==> config.mk <==
export PLATFORM = sky130hd
export DESIGN_NAME = adsr_envelope_evaluator
export DESIGN_NICKNAME = d
export VERILOG_FILES = /design/src/adsr_pkg.sv /design/src/adsr_envelope_evaluator.sv /design/src/adsr_front.sv /design/src/adsr_div_cell.sv
export SDC_FILE = /design/constraint.sdc
export NUM_CORES = 2
export LEC_CHECK = 0
export BUFFER_PORTS_ARGS = -buffer_cell sky130_fd_sc_hd__buf_2
export CAP_MARGIN = 30
export CORE_MARGIN = 2
export CORE_UTILIZATION = 50
export CTS_CLUSTER_SIZE = 30
export DETAILED_ROUTE_END_ITERATION = 10
export PLACE_DENSITY_LB_ADDON = 0.3
export SLEW_MARGIN = 15
export SYNTH_ARGS = -nofsm -noshare
export SYNTH_HDL_FRONTEND = slang
export SYNTH_SLANG_ARGS = --single-unit
==> constraint.sdc <==
create_clock -name clk -period 88.8 [get_ports clk]
set_input_delay 26.64 -clock clk [delete_from_list [all_inputs] [get_ports clk]]
set_output_delay 26.64 -clock clk [all_outputs]
set_load 0.05 [all_outputs]
==> src/adsr_pkg.sv <==
// ---------------------------------------------------------------------------
// ADSR envelope evaluator package
// Widths, register codes, phase codes and the divider cell record.
// ---------------------------------------------------------------------------
package adsr_pkg;

	localparam int TIME_WIDTH      = 24;
	localparam int LEVEL_FRAC_BITS = 15;

	localparam int LEN_W   = 23;
	localparam int SUS_W   = 16;
	localparam int LEVEL_W = 16;
	localparam int PHASE_W = 3;
	localparam int QW      = LEVEL_FRAC_BITS + 1;
	localparam int CMP_W   = ((TIME_WIDTH > LEN_W + 1) ? TIME_WIDTH : LEN_W + 1) + 1;
	localparam int EXT_W   = (QW > SUS_W) ? QW : SUS_W;
	localparam int NUM_W   = QW + LEN_W;
	localparam int IN_W    = ((TIME_WIDTH + 7) / 8) * 8;
	localparam int ADDR_W  = 5;
	localparam int DATA_W  = 32;

	localparam logic [QW-1:0] ONE_LVL = {1'b1, {LEVEL_FRAC_BITS{1'b0}}};

	localparam logic [LEN_W-1:0] ATTACK_RST  = LEN_W'(2205);
	localparam logic [LEN_W-1:0] DECAY_RST   = LEN_W'(4410);
	localparam logic [SUS_W-1:0] SUSTAIN_RST = SUS_W'(22938);
	localparam logic [LEN_W-1:0] REL_RST     = LEN_W'(2205);
	localparam logic [LEN_W-1:0] NOTE_RST    = LEN_W'(22050);

	typedef enum logic [2:0] {
		REG_ATTACK  = 3'd0,
		REG_DECAY   = 3'd1,
		REG_SUSTAIN = 3'd2,
		REG_RELEASE = 3'd3,
		REG_NOTE    = 3'd4
	} reg_idx_t;

	typedef enum logic [PHASE_W-1:0] {
		PH_SILENT  = 3'd0,
		PH_ATTACK  = 3'd1,
		PH_DECAY   = 3'd2,
		PH_SUSTAIN = 3'd3,
		PH_RELEASE = 3'd4
	} phase_t;

	typedef struct packed {
		logic [LEN_W-1:0] attack_len;
		logic [LEN_W-1:0] decay_len;
		logic [SUS_W-1:0] sustain;
		logic [LEN_W-1:0] rel_len;
		logic [LEN_W-1:0] note_len;
	} cfg_t;

	typedef struct packed {
		phase_t           phase;
		logic [LEN_W-1:0] rem;
		logic [QW-1:0]    pend;
		logic [QW-1:0]    quo;
		logic [LEN_W-1:0] divisor;
		logic [QW-1:0]    direct;
	} div_cell_t;

endpackage

==> src/adsr_envelope_evaluator.sv <==
// ---------------------------------------------------------------------------
// ADSR envelope evaluator
// Pipeline registers in order: decode, multiply, the divider cell row
// (each cell settles one quotient bit), output register.
// Throughput: one transfer per cycle; the whole pipeline holds on output stall.
// Reset: arst_n clears all valid bits and loads the register defaults.
// ---------------------------------------------------------------------------
module adsr_envelope_evaluator (
	input  logic                          clk,
	input  logic                          arst_n,
	input  logic                          s_tvalid,
	output logic                          s_tready,
	input  logic [adsr_pkg::IN_W-1:0]     s_tdata,  // note_time
	output logic                          m_tvalid,
	input  logic                          m_tready,
	output logic [adsr_pkg::LEVEL_W-1:0]  m_tdata,  // level
	output logic [adsr_pkg::PHASE_W-1:0]  m_tuser,  // phase
	input  logic                          psel,
	input  logic                          penable,
	input  logic                          pwrite,
	input  logic [adsr_pkg::ADDR_W-1:0]   paddr,
	input  logic [adsr_pkg::DATA_W-1:0]   pwdata,
	output logic [adsr_pkg::DATA_W-1:0]   prdata,
	output logic                          pready
);

	localparam int QW = adsr_pkg::QW;
	localparam int LW = adsr_pkg::LEN_W;

	adsr_pkg::cfg_t      cfg_q;
	adsr_pkg::reg_idx_t  reg_idx;
	logic                wr_en, en;

	logic                cell_valid [0:QW];
	adsr_pkg::div_cell_t chain     [0:QW];

	logic [QW-1:0]       level_c;
	logic                m_tvalid_q;
	logic [adsr_pkg::LEVEL_W-1:0] level_q;
	adsr_pkg::phase_t    phase_q;

	assign pready  = 1'b1;
	assign wr_en   = psel && penable && pwrite;
	assign reg_idx = adsr_pkg::reg_idx_t'(paddr[4:2]);

	always_ff @(posedge clk or negedge arst_n) begin
		if (!arst_n) begin
			cfg_q.attack_len <= adsr_pkg::ATTACK_RST;
			cfg_q.decay_len  <= adsr_pkg::DECAY_RST;
			cfg_q.sustain    <= adsr_pkg::SUSTAIN_RST;
			cfg_q.rel_len    <= adsr_pkg::REL_RST;
			cfg_q.note_len   <= adsr_pkg::NOTE_RST;
		end else if (wr_en) begin
			case (reg_idx)
				adsr_pkg::REG_ATTACK:  cfg_q.attack_len <= pwdata[LW-1:0];
				adsr_pkg::REG_DECAY:   cfg_q.decay_len  <= pwdata[LW-1:0];
				adsr_pkg::REG_SUSTAIN: cfg_q.sustain    <= pwdata[adsr_pkg::SUS_W-1:0];
				adsr_pkg::REG_RELEASE: cfg_q.rel_len    <= pwdata[LW-1:0];
				adsr_pkg::REG_NOTE:    cfg_q.note_len   <= pwdata[LW-1:0];
				default: ;
			endcase
		end
	end

	always_comb begin
		case (reg_idx)
			adsr_pkg::REG_ATTACK:  prdata = adsr_pkg::DATA_W'(cfg_q.attack_len);
			adsr_pkg::REG_DECAY:   prdata = adsr_pkg::DATA_W'(cfg_q.decay_len);
			adsr_pkg::REG_SUSTAIN: prdata = adsr_pkg::DATA_W'(cfg_q.sustain);
			adsr_pkg::REG_RELEASE: prdata = adsr_pkg::DATA_W'(cfg_q.rel_len);
			adsr_pkg::REG_NOTE:    prdata = adsr_pkg::DATA_W'(cfg_q.note_len);
			default:               prdata = '0;
		endcase
	end

	assign en       = !m_tvalid_q || m_tready;
	assign s_tready = en;

	adsr_front u_front (
		.clk       (clk),
		.arst_n    (arst_n),
		.en        (en),
		.in_valid  (s_tvalid),
		.note_time (s_tdata[adsr_pkg::TIME_WIDTH-1:0]),
		.cfg       (cfg_q),
		.out_valid (cell_valid[0]),
		.out_cell  (chain[0])
	);

	for (genvar k = 0; k < QW; k++) begin : g_cell
		adsr_div_cell u_cell (
			.clk       (clk),
			.arst_n    (arst_n),
			.en        (en),
			.in_valid  (cell_valid[k]),
			.in_cell   (chain[k]),
			.out_valid (cell_valid[k+1]),
			.out_cell  (chain[k+1])
		);
	end

	always_comb begin
		case (chain[QW].phase)
			adsr_pkg::PH_ATTACK:  level_c = chain[QW].quo;
			adsr_pkg::PH_DECAY:   level_c = adsr_pkg::ONE_LVL - chain[QW].quo;
			adsr_pkg::PH_RELEASE: level_c = chain[QW].quo;
			default:              level_c = chain[QW].direct;
		endcase
	end

	always_ff @(posedge clk or negedge arst_n) begin
		if (!arst_n) begin
			m_tvalid_q <= 1'b0;
		end else if (en) begin
			m_tvalid_q <= cell_valid[QW];
		end
	end

	always_ff @(posedge clk) begin
		if (en) begin
			level_q <= adsr_pkg::LEVEL_W'(level_c);
			phase_q <= chain[QW].phase;
		end
	end

	assign m_tvalid = m_tvalid_q;
	assign m_tdata  = level_q;
	assign m_tuser  = phase_q;

endmodule

==> src/adsr_front.sv <==
// ---------------------------------------------------------------------------
// ADSR front end
// Phase decode and numerator multiply ahead of the divider chain.
// ---------------------------------------------------------------------------
module adsr_front (
	input  logic                            clk,
	input  logic                            arst_n,
	input  logic                            en,
	input  logic                            in_valid,
	input  logic [adsr_pkg::TIME_WIDTH-1:0] note_time,
	input  adsr_pkg::cfg_t                  cfg,
	output logic                            out_valid,
	output adsr_pkg::div_cell_t             out_cell
);

	localparam int CW = adsr_pkg::CMP_W;
	localparam int LW = adsr_pkg::LEN_W;
	localparam int QW = adsr_pkg::QW;

	logic signed [CW-1:0] t_x, a_x, ad_x, nr_x, n_x;
	logic [CW-1:0]        into_x, left_x;
	logic [adsr_pkg::EXT_W-1:0] s_ext;
	logic [QW-1:0]        s_cl;

	adsr_pkg::phase_t     phase_c;
	logic [QW-1:0]        mul_a_c, direct_c;
	logic [LW-1:0]        mul_b_c, div_c;

	logic                 valid_s1;
	adsr_pkg::phase_t     phase_s1;
	logic [QW-1:0]        mul_a_s1, direct_s1;
	logic [LW-1:0]        mul_b_s1, div_s1;

	logic                 valid_s2;
	adsr_pkg::phase_t     phase_s2;
	logic [adsr_pkg::NUM_W-1:0] num_s2;
	logic [QW-1:0]        direct_s2;
	logic [LW-1:0]        div_s2;

	always_comb begin
		t_x    = {{(CW - adsr_pkg::TIME_WIDTH){note_time[adsr_pkg::TIME_WIDTH-1]}}, note_time};
		a_x    = CW'(cfg.attack_len);
		ad_x   = CW'(cfg.attack_len) + CW'(cfg.decay_len);
		nr_x   = CW'(cfg.note_len) - CW'(cfg.rel_len);
		n_x    = CW'(cfg.note_len);
		into_x = t_x - a_x;
		left_x = n_x - t_x;
		s_ext  = adsr_pkg::EXT_W'(cfg.sustain);
		s_cl   = (s_ext > adsr_pkg::EXT_W'(adsr_pkg::ONE_LVL)) ?
			adsr_pkg::ONE_LVL : QW'(s_ext);

		phase_c  = adsr_pkg::PH_SILENT;
		mul_a_c  = '0;
		mul_b_c  = '0;
		div_c    = cfg.attack_len;
		direct_c = '0;
		if (t_x < 0) begin
			phase_c = adsr_pkg::PH_SILENT;
		end else if (t_x < a_x) begin
			phase_c = adsr_pkg::PH_ATTACK;
			mul_a_c = adsr_pkg::ONE_LVL;
			mul_b_c = t_x[LW-1:0];
			div_c   = cfg.attack_len;
		end else if (t_x < ad_x) begin
			phase_c = adsr_pkg::PH_DECAY;
			mul_a_c = adsr_pkg::ONE_LVL - s_cl;
			mul_b_c = into_x[LW-1:0];
			div_c   = cfg.decay_len;
		end else if (t_x < nr_x) begin
			phase_c  = adsr_pkg::PH_SUSTAIN;
			direct_c = s_cl;
		end else if (t_x < n_x) begin
			phase_c = adsr_pkg::PH_RELEASE;
			mul_a_c = s_cl;
			mul_b_c = left_x[LW-1:0];
			div_c   = cfg.rel_len;
		end
	end

	always_ff @(posedge clk or negedge arst_n) begin
		if (!arst_n) begin
			valid_s1 <= 1'b0;
			valid_s2 <= 1'b0;
		end else if (en) begin
			valid_s1 <= in_valid;
			valid_s2 <= valid_s1;
		end
	end

	always_ff @(posedge clk) begin
		if (en) begin
			phase_s1  <= phase_c;
			mul_a_s1  <= mul_a_c;
			mul_b_s1  <= mul_b_c;
			div_s1    <= div_c;
			direct_s1 <= direct_c;
			phase_s2  <= phase_s1;
			num_s2    <= adsr_pkg::NUM_W'(mul_a_s1) * adsr_pkg::NUM_W'(mul_b_s1);
			div_s2    <= div_s1;
			direct_s2 <= direct_s1;
		end
	end

	always_comb begin
		out_valid        = valid_s2;
		out_cell.phase   = phase_s2;
		out_cell.rem     = num_s2[adsr_pkg::NUM_W-1:QW];
		out_cell.pend    = num_s2[QW-1:0];
		out_cell.quo     = '0;
		out_cell.divisor = div_s2;
		out_cell.direct  = direct_s2;
	end

endmodule

==> src/adsr_div_cell.sv <==
// ---------------------------------------------------------------------------
// ADSR divider cell
// One restoring division step: settle one quotient bit and hand on.
// ---------------------------------------------------------------------------
module adsr_div_cell (
	input  logic                clk,
	input  logic                arst_n,
	input  logic                en,
	input  logic                in_valid,
	input  adsr_pkg::div_cell_t in_cell,
	output logic                out_valid,
	output adsr_pkg::div_cell_t out_cell
);

	localparam int LW = adsr_pkg::LEN_W;
	localparam int QW = adsr_pkg::QW;

	logic [LW:0]   rem2, diff;
	logic          ge;
	logic          valid_q;
	adsr_pkg::div_cell_t cell_q, cell_d;

	always_comb begin
		rem2           = {in_cell.rem, in_cell.pend[QW-1]};
		diff           = rem2 - {1'b0, in_cell.divisor};
		ge             = rem2 >= {1'b0, in_cell.divisor};
		cell_d         = in_cell;
		cell_d.rem     = ge ? diff[LW-1:0] : rem2[LW-1:0];
		cell_d.pend    = {in_cell.pend[QW-2:0], 1'b0};
		cell_d.quo     = {in_cell.quo[QW-2:0], ge};
	end

	always_ff @(posedge clk or negedge arst_n) begin
		if (!arst_n) begin
			valid_q <= 1'b0;
		end else if (en) begin
			valid_q <= in_valid;
		end
	end

	always_ff @(posedge clk) begin
		if (en) begin
			cell_q <= cell_d;
		end
	end

	assign out_valid = valid_q;
	assign out_cell  = cell_q;

endmodule

Word level (Yosys, flattened, before mapping)
Cells that the tools add are included.
{"block": "word_totals", "wordCells": 232, "regBits": 1558, "input_bits": 68, "output_inout_bits": 54}
{"block": "op_classes", "bitwise_logic": 1, "n_reduce_logical": 14, "n_addsub": 21, "n_lt_le_gt_ge": 22, "mul": 1, "n_eq_ne": 7, "muxes": 35}
{"cell": "23-bit two-way mux", "count": 24}
{"cell": "23-bit subtractor", "count": 17}
{"cell": "24-bit by 23-bit >= comparator with 1-bit output", "count": 16}
{"cell": "23-bit case mux with 5 select lines", "count": 1}
{"cell": "16-bit two-way mux", "count": 5}
{"cell": "24-bit < comparator", "count": 3}
{"cell": "16-bit by 23-bit multiplier with 39-bit output", "count": 1}
{"cell": "16-bit case mux with 2 select lines", "count": 1}
{"cell": "16-bit subtractor, first input constant", "count": 2}
{"cell": "24-bit by 25-bit < comparator with 1-bit output", "count": 1}
{"cell": "23-bit by 23-bit adder with 24-bit output", "count": 1}
{"cell": "24-bit by 1-bit < comparator with 1-bit output, second input constant", "count": 1}
{"cell": "23-bit by 23-bit subtractor with 24-bit output", "count": 1}
{"cell": "16-bit greater-than comparator, second input constant", "count": 1}
{"cell": "2-bit AND reduction", "count": 5}
{"cell": "3-bit by 2-bit == test with 1-bit output, second input constant", "count": 3}
{"cell": "4-bit OR reduction", "count": 2}
{"cell": "3-bit by 1-bit == test with 1-bit output, second input constant", "count": 2}
{"cell": "3-bit == test, second input constant", "count": 2}
{"cell": "2-bit two-way mux", "count": 2}
{"cell": "2-bit OR reduction", "count": 2}
{"cell": "3-bit logical NOT", "count": 1}
{"cell": "3-bit two-way mux", "count": 1}
{"cell": "1-bit logical AND", "count": 2}
{"cell": "4 further kinds", "count": 4}

Depth between registers and ports, before layout
{"block": "logic_depth", "word_depth": 6, "depth_mapped": 25, "depth_no_buf": 24}

Cells and area by module
Synthesis repeated with hierarchy kept, for this count alone.
{"block": "hier_totals", "cells_unflattened": 8322, "hier_area_um2": 103440.5}
{"module": "adsr_div_cell at g_cell[0].u_cell ...", "instances": 14, "seq_area_each_um2": 2907.8, "area_per_inst_um2": 4568.1, "cells_each": 322}
{"module": "adsr_front", "instances": 1, "seq_area_each_um2": 4914.7, "area_per_inst_um2": 24031.8, "cells_each": 2578}
{"module": "adsr_envelope_evaluator", "instances": 1, "seq_area_each_um2": 3338.2, "area_per_inst_um2": 6054.6, "cells_each": 478}
{"module": "adsr_div_cell at g_cell[1].u_cell", "instances": 1, "seq_area_each_um2": 2907.8, "area_per_inst_um2": 4750.8, "cells_each": 381}
{"module": "adsr_div_cell at g_cell[2].u_cell", "instances": 1, "seq_area_each_um2": 2907.8, "area_per_inst_um2": 4649.5, "cells_each": 377}

Worst setup path before layout
Ideal clock, no wire load.
{"block": "synth_timing", "kind": "in2out", "start": "in m_tready", "end": "out s_tready", "setup_slack_ns": 7.553, "arrival_time_ns": 54.607, "path_buffers": 1, "t_required_ns": 62.160, "cell_stages": 3, "cell_sequence": "nor2b_1 -> clkbuf_1 -> inv_1"}
{"block": "synth_between", "elab_chain_cells": 1}
{"item": "start: declaration", "line_no": "adsr_envelope_evaluator.sv:15", "rtl": "input logic m_tready,"}
{"item": "1-bit logical OR", "line_no": "adsr_envelope_evaluator.sv:76", "rtl": "assign en = !m_tvalid_q || m_tready;"}
{"item": "end: declaration", "line_no": "adsr_envelope_evaluator.sv:12", "rtl": "output logic s_tready,"}
No other way between the ends.

Worst setup path after layout
{"block": "layout_timing", "start": "in paddr[3] in the netlist's numbering", "end": "out prdata[1] in the netlist's numbering"}
{"block": "layout_between", "elab_chain_cells": 2, "elab_cells_between_ends": 6, "classes_between": "eq/ne (4); mux (1); reduce/logical (1)"}
{"item": "start: declaration", "line_no": "adsr_envelope_evaluator.sv:21", "rtl": "input logic [adsr_pkg::ADDR_W-1:0] paddr,"}
{"item": "3-bit == test (tied with other cells)", "line_no": "adsr_envelope_evaluator.sv:66", "rtl": "case (reg_idx)"}
{"item": "23-bit case mux with 5 select lines *", "line_no": "adsr_envelope_evaluator.sv:66"}
{"item": "end: declaration", "line_no": "adsr_envelope_evaluator.sv:23", "rtl": "output logic [adsr_pkg::DATA_W-1:0] prdata,"}
Every way passes the cells marked *; elsewhere a longest branch is shown, timed or not.

==> summary.md <==
| Metric | Value |
|---|---|
| Detail Route Antenna Nets | `0` |
| WP data required | `62.16 ns` |
| TritonCTS clock tree | `yes` |
| I/O pin count | `around 120` |
| Slowest CP cell | `clkinv_1` |
| Fin crit share | `62.48%` |
| Min-Delay Path Depth | `0` |
| Post-synth ARST share | `roughly 8%` |
| Post-synth EDFFs | `roughly 1,400` |
| Final setup fails | `0` |
| DPL Wire Length | `150,800 um` |
| RSZ-0062 raised after global routing | `no` |
| Endpoint class of the critical path | `primary output` |
| CP arrival | `28.85 ns` |
| CP cell instances | `buf_2, nor3b_1, clkinv_1, o221ai_1, buf_2` |
| Largest net degree at the start of global routing | `191` |
| Highest Clock Rate | `between 15 and 20 MHz` |
| Total GRT Usage | `22.18%` |
| CP top delay family | `buffers and inverters` |
| Met2 usage | `40.26%` |
| Max Slew Vio Count | `0` |
| Hold EP | `u_front.div_s2[0]` |
| Register area share after synthesis | `51.47%` |
| Clock-pin slew on the worst setup and hold paths | `about 0.060 ns` |
| CP Launch Type | `input pin` |
| Adder-cell share of the synthesized area | `15.87%` |
| Max FO, Critical Path | `30` |
| Nets | `8,860` |
| Met1 Track Usage GR | `25.83%` |
| Die area | `around 180,000 um2` |
| Area share of the largest cell type after synthesis | `~48%` |
| Synth Register Bits | `around 1,600` |
| WL final | `~200,000 um` |
| Iteration-0 DRC Markers | `a little under 4,000` |
| Status | `completed` |
| Simple-Gate Fraction of Synth Area | `~9.6%` |
| DRC | `0` |
| Htree depth | `4` |
| Post-CTS resize count | `0` |
| Root Driver | `clkbuf_16` |
| Fin util | `about 55%` |
| Post-CTS setup buffer count | `0` |
| Hold path start | `u_front.div_s1[0]` |
| Site row count | `roughly 160` |
| Initial antenna violation count | `7` |
| Hold Path Class | `flop to flop` |
| Max_cap viols | `0` |
| GR Overflow Total | `0` |
| Vias per cell | `between 5 and 6` |
| Post-Syn Area per Cell | `roughly 12 um2` |
| Post-synthesis compound-gate area fraction | `11.74%` |
| Gate Count Post-Synth | `roughly 7,700` |
| Final hold vios | `0` |
| Ys flop type | `edfxtp_1` |
| Post-synthesis mux area share | `between 2 and 3%` |
| Buf/Inv on CP | `3` |
| Insertion delay to the later sink of the worst-skew pair | `between 0.8 and 0.9 ns` |
| Post-synth top cells | `edfxtp_1 (1,431), inv_1 (963), nand2_1 (657), ha_1 (641), a21oi_1 (401)` |
| First-pass GRT wire length | `roughly 320,000 um` |
| Busiest grt layer | `met2` |
| Fraction of layout cells with a size suffix above 1 | `9.066%` |
| DR pass1 iterations | `5` |
| TNS Setup | `0 ns` |
| Synth unique cells | `106` |
| Die span in x | `about 430 um` |
| Cts bufs inserted | `163` |
| Mapped Area | `about 90,000 um2` |
| Port Buffers | `100` |
| XOR/XNOR share of the synthesized area | `3.406%` |
| CP peak stage delay | `0.59 ns` |
| Synth area leader | `edfxtp_1` |
| Count leader, synth | `edfxtp_1` |
| WL/cell | `around 20 um` |
| GPL Wtd Cong | `0.9464` |
| Top post-synthesis cells by area | `edfxtp_1 (48%), ha_1 (8.9%), fa_1 (6.9%)` |
| Area Growth Syn to Fin | `9.899%` |
| Clock Skew | `just under 0.06 ns` |
| Longest Clk Path Bufs | `3` |
| CTS Hold Buffers Added | `0` |
| Slew HR | `25.58%` |
| FILL cells | `between 10,000 and 15,000` |
| R2R depth | `21` |
| Vias in the first global route | `58,680` |
| Slew at the pin with the worst max-slew slack | `roughly 1.1 ns` |
| Initial core utilization | `between 50 and 60%` |
| Core area | `between 150,000 and 200,000 um2` |
| Routing usage on met3 | `around 3.3%` |
| Worst r2r dst | `u_front.mul_b_s1[16]` |
| Fin crit period | `~55 ns` |
| Crit Path Class | `input pin to primary output` |
| Start of the worst register-to-register path | `cfg_q[1]` |
| Most used cell, CP | `buf_2` |
| Synthesis Warnings | `0` |
| Largest family of logic cells by synthesized area | `adder cells` |
| Via count | `roughly 58,000` |
| Sink Count | `between 1,500 and 2,000` |
| Hold slack | `between 0.3 and 0.4 ns` |
| Setup slack, reg-to-reg | `about 80 ns` |
| Die Height | `about 430 um` |
==> layer usage <==
| metal | routed length, um | vias to the layer above |
|---|---|---|
| met3 | 8899 | 479 |
| met1 | 79850 | 28190 |
| met5 | 69 | - |
| li1 | - | 27610 |
| met2 | 104200 | 1472 |
| met4 | 9030 | 8 |
==> cells in the final DEF, fill, tap and decap left out, drive strengths merged, types with 173 or more instances in the layout <==
cell type,Yosys,routed
a21o,175,175
a21oi,405,405
and2,190,190
buf,56,173
clkbuf,143,187
edfxtp,1431,1431
fa,311,311
ha,641,641
inv,964,971
mux2,191,191
nand2,657,657
nor2,391,391
o21ai,414,414
xnor2,205,205
==> state kept, by name, summed over array words and instances, names as in the netlist <==
signal / cells
u_front.direct_s2: 16
m_tvalid: 1
u_front.valid_s1: 1
u_front.num_s2: 39
m_tuser: 3
u_front.out_valid: 1
g_cell.u_cell.out_cell: 1250
u_front.div_s2: 23
m_tdata: 16
u_front.div_s1: 23
u_front.phase_s2: 3
u_front.mul_b_s1: 23
u_front.phase_s1: 3
u_front.direct_s1: 16
u_front.mul_a_s1: 16
cfg_q: 108
g_cell.u_cell.out_valid: 16
==> per-stage QoR <==
| stage | worst slack, ns | cell area (um2) | cells |
|---|---|---|---|
| after floorplan | 7.553 | 89770 | 7698 |
| after global placement | 33.35 | 92840 | 10010 |
| after detailed placement | 33.37 | 93010 | 10020 |
| after CTS | 33.35 | 98360 | 10320 |
| after global routing | 33.20 | 98610 | 10330 |
| final | 33.31 | 98630 | 10340 |
==> cell type report <==
class	count	area, um2	area share, %
Inverter	966	3636	3.687
Clock inverter	113	1171	1.187
Tap cell	2355	2947	2.988
Timing Repair Buffer	176	1361	1.380
Clock buffer	187	4179	4.237
Sequential cell	1558	46190	46.83
Multi-Input combinational cell	4975	39130	39.67
Antenna cell	6	15.01	0.01522
==> cell families after synthesis <==
| kind of cell | Yosys count |
|---|---|
| muxes | 230 |
| and+or+nand+nor | 1826 |
| other | 2 |
| adders and majority gates | 952 |
| DFF | 1558 |
| buffers and inverters | 1165 |
| xor gates and xnor gates | 349 |
| AOI/OAI and AO/OA | 1608 |
==> worst max path at each step <==
stage / from / end / slack (ns) / cells past startpoint
floorplan: m_tready / s_tready / 7.55 / 3
global placement: paddr[3] / prdata[5] / 33.35 / 5
detailed placement: paddr[3] / prdata[1] / 33.37 / 5
CTS: paddr[3] / prdata[1] / 33.35 / 5
global route: paddr[3] / prdata[5] / 33.20 / 5
finish: paddr[3] / prdata[1] / 33.31 / 5
Power is left out: the tool's default activity adds up to more than one toggle a clock period on the data nets, which glitch-free logic cannot reach.
